==> src/hw/rtl/srgb_pkg.sv <==
package srgb_pkg;

    localparam int DEF_MAX_WIDTH   = 4096;
    localparam int DEF_LINEAR_BITS = 16;
    localparam int MAX_HEIGHT      = 16384;
    localparam int WIDTH_BITS      = 13;
    localparam int HEIGHT_BITS     = 15;
    localparam int CFG_DATA_BITS   = 15;
    localparam int CFG_INDEX_BITS  = 2;
    localparam int QUEUE_DEPTH     = 4;
    localparam int SEARCH_STAGES   = 8;

    localparam logic [CFG_INDEX_BITS-1:0] REG_IMAGE_WIDTH  = 2'd0;
    localparam logic [CFG_INDEX_BITS-1:0] REG_IMAGE_HEIGHT = 2'd1;
    localparam logic [CFG_INDEX_BITS-1:0] REG_SRGB_MODE    = 2'd2;

    localparam logic [WIDTH_BITS-1:0]  RESET_WIDTH  = 13'd4096;
    localparam logic [HEIGHT_BITS-1:0] RESET_HEIGHT = 15'd4096;

    typedef struct packed {
        logic last;
        logic srgb;
    } blk_ctl_t;

    // sign of p^5 * q^12 - r^5 * s^12
    function automatic int cmp_powers(longint unsigned p, longint unsigned q,
                                      longint unsigned r, longint unsigned s);
        logic [319:0] a;
        logic [319:0] b;
        a = 320'd1;
        b = 320'd1;
        for (int t = 0; t < 5; t++)
        begin
            a = a * p;
            b = b * r;
        end
        for (int t = 0; t < 12; t++)
        begin
            a = a * q;
            b = b * s;
        end
        if (a > b)
            return 1;
        else if (a < b)
            return -1;
        return 0;
    endfunction

    // sRGB byte to linear, rounded, ties up
    function automatic longint unsigned dec_value(longint unsigned lmax, longint unsigned i);
        longint unsigned lo;
        longint unsigned hi;
        longint unsigned mid;
        if (i <= 10)
            return (64'd20 * lmax * i + 64'd32946) / 64'd65892;
        lo = 0;
        hi = lmax;
        while (lo < hi)
        begin
            mid = lo + ((hi - lo + 1) >> 1);
            if (cmp_powers(2 * mid - 1, 10761, 2 * lmax, 40 * i + 561) <= 0)
                lo = mid;
            else
                hi = mid - 1;
        end
        return lo;
    endfunction

    function automatic bit reaches(longint unsigned s, longint unsigned j,
                                   longint unsigned lmax);
        if (s * 64'd10000000 <= 64'd125232 * lmax)
            return (64'd16473 * s) >= (64'd10 * lmax * (2 * j - 1));
        return cmp_powers(s, 10761, 4 * lmax, 40 * j + 541) >= 0;
    endfunction

    // least four-sum that encodes to byte j or more
    function automatic longint unsigned thr_value(longint unsigned lmax, longint unsigned j);
        longint unsigned lo;
        longint unsigned hi;
        longint unsigned mid;
        if (j == 0)
            return 0;
        lo = 0;
        hi = 4 * lmax;
        while (lo < hi)
        begin
            mid = lo + ((hi - lo) >> 1);
            if (reaches(mid, j, lmax))
                hi = mid;
            else
                lo = mid + 1;
        end
        return lo;
    endfunction

endpackage

==> src/hw/rtl/srgb_queue.sv <==
module srgb_queue #(
    parameter int DATA_W = 8
) (
    input  logic              clk,
    input  logic              rst_n,
    input  logic              push,
    input  logic [DATA_W-1:0] push_data,
    output logic              full,
    input  logic              pop,
    output logic              valid,
    output logic [DATA_W-1:0] head
);
    localparam int DEPTH = srgb_pkg::QUEUE_DEPTH;
    localparam int AW    = $clog2(DEPTH);

    logic [DATA_W-1:0] buf_reg [0:DEPTH-1];
    logic [AW-1:0] wr_reg;
    logic [AW-1:0] rd_reg;
    logic [AW:0]   cnt_reg;

    assign full  = (cnt_reg == (AW+1)'(DEPTH));
    assign valid = (cnt_reg != '0);
    assign head  = buf_reg[rd_reg];

    always_ff @(posedge clk or negedge rst_n)
    begin
        if (!rst_n)
        begin
            wr_reg  <= '0;
            rd_reg  <= '0;
            cnt_reg <= '0;
        end
        else
        begin
            if (push)
                wr_reg <= wr_reg + AW'(1);
            if (pop)
                rd_reg <= rd_reg + AW'(1);
            if (push && !pop)
                cnt_reg <= cnt_reg + (AW+1)'(1);
            else if (pop && !push)
                cnt_reg <= cnt_reg - (AW+1)'(1);
        end
    end

    always_ff @(posedge clk)
    begin
        if (push)
            buf_reg[wr_reg] <= push_data;
    end

endmodule

==> config.mk <==
export PLATFORM = sky130hd
export DESIGN_NAME = srgb_queue
export DESIGN_NICKNAME = d
export VERILOG_FILES = /design/src/hw/rtl/srgb_pkg.sv /design/src/hw/rtl/srgb_queue.sv
export SDC_FILE = /design/constraint.sdc
export NUM_CORES = 1
export LEC_CHECK = 0
export ABC_AREA = 1
export BUFFER_PORTS_ARGS = -buffer_cell sky130_fd_sc_hd__buf_2
export CAP_MARGIN = 20
export CORE_UTILIZATION = 30
export DETAILED_ROUTE_END_ITERATION = 16
export SYNTH_ARGS = -nofsm -noshare
export SYNTH_HDL_FRONTEND = slang
export SYNTH_SLANG_ARGS = --single-unit
==> constraint.sdc <==
create_clock -name clk -period 1.5 [get_ports clk]
set_clock_uncertainty 0.15 [all_clocks]
set_input_delay 0.075 -clock clk [delete_from_list [all_inputs] [get_ports clk]]
set_output_delay 0.075 -clock clk [all_outputs]
set_load 0.01 [all_outputs]
==> results of run 1 <==
critical path, cell delays in order, from the launching register on:
cell	delay [ns]
sky130_fd_sc_hd__dfrtp_1	0.40
sky130_fd_sc_hd__buf_12	0.17
sky130_fd_sc_hd__o211ai_1	0.19
sky130_fd_sc_hd__nand2_1	0.09
sky130_fd_sc_hd__buf_2	0.14
metal layers:
layer / up-vias / part of all wire / GRT usage
li1: 556 / - / -
met1: 485 / 0.42 / 0.130
met2: 24 / 0.51 / 0.205
met3: 6 / 0.043 / 0.0341
met4: 0 / 0.025 / 0.0623
met5: - / 0 / 0
repair_timing:
action,in CTS,in global routing
buffers inserted,0,1
resized for setup,1,3
pin swaps,0,9
setup endpoints to repair,8,17
hold endpoints to repair,43,0
cloned,0,0
hold buffers,12,0
final cells by class:
cell class,count,area (µm²),share of cell area
timing repair buffer,43,325,0.150
sequential,39,1140,0.527
clock inverter,3,15.0,0.00694
inverter,28,111,0.0515
clock buffer,5,68.8,0.0318
multi-input combinational,69,413,0.191
tap,72,90.1,0.0417
how the worst min path moves through the flow:
stage	start	to	slack [ns]	cells past startpoint
3_3_place_gp	rst_n	cnt_reg[0]	-0.23	1
4_1_cts	push	cnt_reg[0]	0.01	3
6_report	push	cnt_reg[0]	0.005	3
5_1_grt	push	cnt_reg[0]	0.03	3
2_1_floorplan	rst_n	cnt_reg[0]	-0.37	0
3_5_place_dp	rst_n	cnt_reg[0]	-0.23	1
cells by family (layout without fill, tap and decap cells):
| family | count (synthesis) | after routing | synth area share |
|---|---|---|---|
| xor gates and xnor gates | 4 | 4 | 0.0205 |
| AOI/OAI and AO/OA | 17 | 17 | 0.0761 |
| buffers and inverters | 34 | 79 | 0.0952 |
| adders and majority gates | 6 | 6 | 0.0483 |
| and+or+nand+nor | 42 | 42 | 0.0952 |
| DFF | 39 | 39 | 0.665 |
stage by stage:
step,total power [mW],setup TNS (ns),instances,worst slack [ns]
3_3_place_gp,3.00,0,238,0.0941
5_1_grt,4.01,-0.518,259,-0.116
6_report,3.70,-0.00294,259,-0.00294
4_1_cts,3.72,-0.0357,258,-0.0175
3_5_place_dp,3.02,0,238,0.0462
2_1_floorplan,2.54,0,142,0.159
Yosys cell counts (all sizes together):
library cell  number  share of area
buf                5          0.029
clkbuf             1         0.0029
dfrtp              7           0.10
edfxtp            32           0.56
fa                 1          0.012
ha                 5          0.037
inv               28          0.063
nand2             38          0.083
nand3              1         0.0029
nand4              1         0.0037
nor2               1         0.0022
nor3               1         0.0029
o211ai            16          0.073
o21ai              1         0.0029
xnor2              1         0.0051
xor2               3          0.015
cells in the final DEF (no fill, tap or decap):
cell type and instances:
sky130_fd_sc_hd__clkbuf_8 5, sky130_fd_sc_hd__o211ai_1 15, sky130_fd_sc_hd__inv_4 1, sky130_fd_sc_hd__fa_2 1
sky130_fd_sc_hd__dfrtp_2 2, sky130_fd_sc_hd__nand3_1 1, sky130_fd_sc_hd__inv_1 26, sky130_fd_sc_hd__nand4_1 1
sky130_fd_sc_hd__nand2_1 38, sky130_fd_sc_hd__xnor2_1 1, sky130_fd_sc_hd__ha_1 5, sky130_fd_sc_hd__clkinv_1 2
sky130_fd_sc_hd__buf_12 2, sky130_fd_sc_hd__edfxtp_1 32, sky130_fd_sc_hd__xor2_1 3, sky130_fd_sc_hd__nor3_1 1
sky130_fd_sc_hd__buf_4 8, sky130_fd_sc_hd__dlygate4sd3_1 12, sky130_fd_sc_hd__o211ai_2 1, sky130_fd_sc_hd__nor2_1 1
sky130_fd_sc_hd__o21ai_1 1, sky130_fd_sc_hd__clkinvlp_4 2, sky130_fd_sc_hd__buf_2 21, sky130_fd_sc_hd__dfrtp_1 5
report_power, final:
part | leakage, nW | internal (mW) | switching, mW
clock network | 0.0392 | 0.315 | 0.343
registers | 0.375 | 1.46 | 0.148
logic | 0.526 | 0.627 | 0.811
==> impl.org, run 1 <==
** Layout
- Signed area change from the synthesized netlist to the final layout :: 26.5%
- Once layout is done, the placed cells without fillers occupy 0.00216 mm².
- The register with the most flip-flops in the layout has 32 of them.
- For this run, the share of the core covered by cells in the final layout is 0.393.
- Fill cell instance count of the final layout :: 551
- The number of antenna diodes in the final layout is 0.
- Final nets :: 204
- Share of layout cells above drive strength 1 :: 0.230

** STA
- Setup-violating endpoint count in the final report :: 1
- Measured against its own limit, the worst slew margin works out to 0.782.
- For the pin with the worst max-slew slack, the measured transition is 0.327 ns.
- Based on the critical path, the design can be clocked at up to 665 MHz.
- The tightest hold path in the finished design has a slack of 0.00453 ns.
- Clock period minus worst slack :: 1.50 ns
- In the post-route analysis, the smallest setup slack over all paths is -0.00294 ns.
- Portion of the clock cycle consumed by the worst path in the final layout :: 1.00
- The final hold violation count was 0.
- RSZ-0062 raised after global routing :: true
- Number of max-slew violations in the final report :: 0

** Power and ir drop
- Leakage power :: 0.940 nW
- Power density cells :: between 1500 and 2000 mW/mm²
- Max IR drop VDD :: 0.000497 V

** Outcome
- Outcome :: finished, violations left
- Violated checks :: negative setup slack

** Logic synthesis
- Seq/Total Area, Yosys :: 0.665
- Synthesized net count :: 160
- In this run the cell area of the synthesized design comes to ~0.0017 mm².
- Counting distinct cell types in the post-synthesis netlist gives 19.
- Synthesis produced a netlist whose cell count is 142.
- The average instance in the mapped netlist occupies 12.0 µm².
- The Yosys step of the flow raised 0 warnings.
- Count of state elements after synthesis :: 39

** Routing
- Average wire per cell in the routed design :: between 10 and 15 µm
- For this run, the detailed router's first-pass iteration total came to 4.
- For this run, design rule violations remaining after detail routing come to 0.
- Total via count after detailed routing :: 1071
- In this run, the number of DRC markers left after iteration 0 of detailed routing was 64.
- After detailed routing, the number of vias per cell comes to slightly above 4.
- Remaining antenna violation count :: 0
- After detailed routing, the total wire length is 2.98 mm.

** Critical path
- In this run the worst setup path begins at rd_reg[0].
- STA classifies the critical path startpoint as a register.
- Along the worst path, the maximum fanout reaches 34.
- The startpoint identified for the worst register-to-register timing path is cnt_reg[0].
- Flop-to-flop setup slack :: 0.11 ns
- The critical path is of the reg2out type.
- STA puts the critical path data required time at roughly 1.3 ns.
- STA classifies the critical path endpoint as an output port.
- R2r worst-path depth :: 6
- The most critical setup path has its endpoint at head[5].
- The worst register-to-register path ends at cnt_reg[2].
- Critical path data arrival time :: 1.28 ns

** GRT
- Vias in the first global route :: 1096
- Grt total ovfl :: 0
- Wire length of the first global-routing pass :: 5.25 mm
- For this run, the total global-route usage over all layers was measured as 0.118.
- Largest net degree at the start of global routing :: 35
- Antenna violations before repair :: 0

** Floorplan
- Count of pins on the block boundary :: 22
- For this configuration, the core starts out at a cell density of 0.310.
- The die is around 77 µm wide.
- The core region is between 0.005 and 0.006 mm².
- In this run the vertical extent of the chip is 77.5 µm.
- The floorplan step defined a die boundary enclosing 0.00600 mm².
- The floorplan has 27 rows.

** CTS
- Counting every sink on the clock net gives 39.
- Clock latency on the worst-skew pair :: roughly 0.28 ns
- The clock tree synthesis step divided the H-tree into 2 levels.
- The longest clock path from root to sink contains 2 buffers.
- Clock-pin slew was measured on the worst setup and hold paths at 0.07 ns.
- CTS tree :: done
- TritonCTS created 5 clock buffers.
- Clock tree synthesis selected as its root buffer the cell sky130_fd_sc_hd__clkbuf_8.

** Placement
- Routability congestion estimate from global placement :: 0.723
- Input and output buffers added on the ports amount to 21.
- Placed wire-length estimate :: roughly 2 mm
- Post-DP Area :: 0.00194 mm²

** Job
- Number of violations of the max-capacitance limit :: 0

** Hold path
- Path class of the lowest-slack min-delay path :: in2reg
Note: power is estimated with default switching activity, not from simulation.
==> inputs of run 2 (changes only) <==
CORE_UTILIZATION = 47   (was 30)
PLACE_DENSITY = 0.67   (was not set)
==> run 2 against run 1 <==
Against the previous run: the run still ends with negative setup slack left; sequential share of layout area increased by 1.4 points; largest power group unchanged; critical endpoint is now head[4]; via count is 3.3% higher; sequential power about the same; count of clock-buffer cells in the layout unchanged; sequential cell count unchanged; first-iteration DRC count decreased by 44%.
==> impl.org, run 2 (synthesized netlist as in run 1, its figures left out) <==
** Outcome
- Outcome :: finished, violations left
- Violated checks :: negative setup slack

** Floorplan
- The floorplan step defined a die boundary enclosing 0.00388 mm².
- The floorplan step set the die height to 62.3 µm.
- For this configuration, the core starts out at a cell density of 0.500.
- Count of pins on the block boundary :: 22
- The total area inside the core boundary comes to 0.00342 mm².
- Die W :: 62.3 µm
- Count of standard-cell rows :: 21

** Layout
- Fill cell instance count of the final layout :: 299
- Once layout is done, the placed cells without fillers occupy about 0.0021 mm².
- Of the cells placed in the final design, the portion with a size suffix greater than 1 is 0.212.
- The library cell used most frequently in the layout, excluding fill and tap cells, is sky130_fd_sc_hd__nand2_1.
- Final nets :: 201
- Max reg flops :: 32
- End-of-flow core utilization :: 0.616
- Number of diodes added for antenna fixing :: 0
- Signed area change from the synthesized netlist to the final layout :: 23.1%
- Most frequent cells in the layout :: sky130_fd_sc_hd__nand2_1, sky130_fd_sc_hd__edfxtp_1, sky130_fd_sc_hd__inv_1
- Sequential standard cell area :: 0.00114 mm²
- Multi-input gate area :: 410 µm²

** Power and ir drop
- Of the total power, combinational logic draws 0.385.
- Leakage power :: between 0.9 and 1 nW
- Of the total power, the share spent switching nets is 0.346.
- Across the VDD grid, the largest voltage drop is around 0.0010 V.
- In this run the power spent charging and discharging nets is 1.28 mW.
- Internal portion of total power :: 2.41 mW
- Sequential share of power :: 0.434
- In this run the power density over the cells is 1750 mW/mm².
- The share of total power dissipated in the clock network is 0.181.

** CTS
- H-tree levels :: 2
- Number of clock buffers inserted by TritonCTS :: 5
- Clock latency on the worst-skew pair :: 0.34 ns
- The clock drives 39 sinks.
- Counting along the longest clock path gives a buffer depth of 2.
- CTS tree :: done
- CTS clock-pin slew for the worst setup and hold paths :: 0.11 ns
- The root buffer cell chosen for the clock tree is sky130_fd_sc_hd__clkbuf_4.

** Placement
- Summed over all nets, the half-perimeter wirelength after detailed placement is 1.96 mm.
- Pre-CTS WS :: 0.0494 ns
- Summing all placed instances gives a cell area of 0.00190 mm².
- Routability congestion estimate from global placement :: 0.728
- # port buffers :: 21

** Job
- Number of violations of the max-capacitance limit :: 0

** Hold path
- Hold Startpoint :: pop
- The worst hold path was traced through 4 stages.
- Worst Hold Endpoint :: cnt_reg[0]
- In this run the worst hold path is classified as in2reg.

** STA
- Setup-violating endpoint count in the final report :: 8
- Clock period minus worst slack :: 1.56 ns
- Transition time at the pin with the least slew margin :: 0.337 ns
- Across all setup checks in the final design, the least slack found is -0.0597 ns.
- Number of max-slew violations in the final report :: 0
- Maximum clock frequency :: 641 MHz
- RSZ-0062 raised after global routing :: true
- Of the available clock period, the critical path in the final layout requires 1.04.
- In this run the tightest slew margin relative to its limit is 0.775.
- Final count of hold timing violations :: 0

** Routing
- In this run, the number of DRC markers left after iteration 0 of detailed routing was 36.
- DRC violations left :: 0
- Via-to-Cell Ratio :: ~4.8
- The first detailed-routing pass took 4 iterations.
- Remaining antenna violation count :: 0
- Dividing the detail-routed wire length by the instance count gives 12.8 µm.
- The final layout contains routed wiring with a total length of 2.95 mm.
- The detailed router placed approximately 1100 vias in this run.

** Critical path
- Critical path data arrival time :: roughly 1.3 ns
- Critical Setup Path Class :: reg2out
- Required time at the worst-slack endpoint :: 1.27 ns
- Across all register-to-register paths, the minimum setup slack is 0.07 ns.
- Launch instance of the worst register-to-register path :: cnt_reg[0]
- Worst Setup Start Kind :: register
- Largest driver fanout on the critical path :: 34
- In this run the critical register-to-register path is captured at cnt_reg[2].
- Crit. End Element :: output port
- For the worst flop-to-flop path, the logic depth is 5.

** GRT
- The via count of the first global-routing pass came to 1070.
- For this run the aggregate overflow at the end of global routing stands at 0.
- Wire length of the first global-routing pass :: roughly 5 mm
- Across every metal layer, demand over resource in global routing totals 0.174.
- The initial antenna violation count is 0.
- Largest net degree at the start of global routing :: 35
run 2: cell count changes in the layout (fill, tap and decap cells not counted), moves of 2 or more:
| cell | before | now |
|---|---|---|
| sky130_fd_sc_hd__buf_4 | 8 | 4 |
| sky130_fd_sc_hd__clkinvlp_4 | 2 | 0 |
| sky130_fd_sc_hd__clkbuf_4 | 0 | 5 |
| sky130_fd_sc_hd__clkbuf_8 | 5 | 0 |
run 2: layout make-up:
type                            instances  area share
Sequential cell                        39       0.540
Multi-Input combinational cell         69       0.195
Timing Repair Buffer                   40       0.150
Inverter                               28      0.0511
Tap cell                               46      0.0273
Clock inverter                          3      0.0184
Clock buffer                            5      0.0178
run 2: worst max-delay path by stage:
stage	from	end	cells past startpoint	slack, ns
global placement	wr_reg[0]	buf_reg[0][2]	4	0.11
global route	rd_reg[0]	head[3]	4	-0.15
floorplan	cnt_reg[0]	cnt_reg[2]	5	0.16
finish	rd_reg[0]	head[4]	4	-0.06
detailed placement	wr_reg[0]	buf_reg[0][2]	4	0.05
CTS	rd_reg[0]	head[4]	4	-0.09
run 2: metal layers:
metal  up-vias  wire [µm]  GRT usage
li1        555          -          -
met1       525       1300      0.210
met2        20       1470      0.291
met3         6        128     0.0515
met4         0         50     0.0698
met5         -          0          0
run 2: through the flow:
stage / std cells / TNS (ns) / hold WS [ns] / power (mW)
after floorplan: 142 / 0 / -0.371 / 2.54
after global placement: 209 / 0 / -0.236 / 2.94
after detailed placement: 209 / 0 / -0.226 / 3.01
after CTS: 229 / -0.507 / 0.00271 / 3.71
after global routing: 230 / -1.08 / 0.0240 / 3.97
final: 230 / -0.319 / 0.0176 / 3.69
run 2: repair_timing:
item                                   CTS  global route
gates cloned                             0             0
pin swaps                                3             4
resized for setup                        1             1
setup endpoints to repair                8            17
endpoints found under the hold margin   43             0
buffers inserted                         0             1
hold buffers                            12             0
run 2: critical path, cell delays in order (launching register included):
cell and delay, ns:
sky130_fd_sc_hd__dfrtp_1 0.41, sky130_fd_sc_hd__buf_12 0.17, sky130_fd_sc_hd__o211ai_1 0.19, sky130_fd_sc_hd__nand2_1 0.07, sky130_fd_sc_hd__buf_2 0.14
run 2: power by group through the flow:
stage / logic, mW / clock network [mW] / registers, mW
CTS: 1.41 / 0.684 / 1.61
finish: 1.42 / 0.668 / 1.60
global placement: 1.33 / 0 / 1.61
detailed placement: 1.38 / 0 / 1.63
global route: 1.60 / 0.742 / 1.63
floorplan: 0.979 / 0 / 1.56
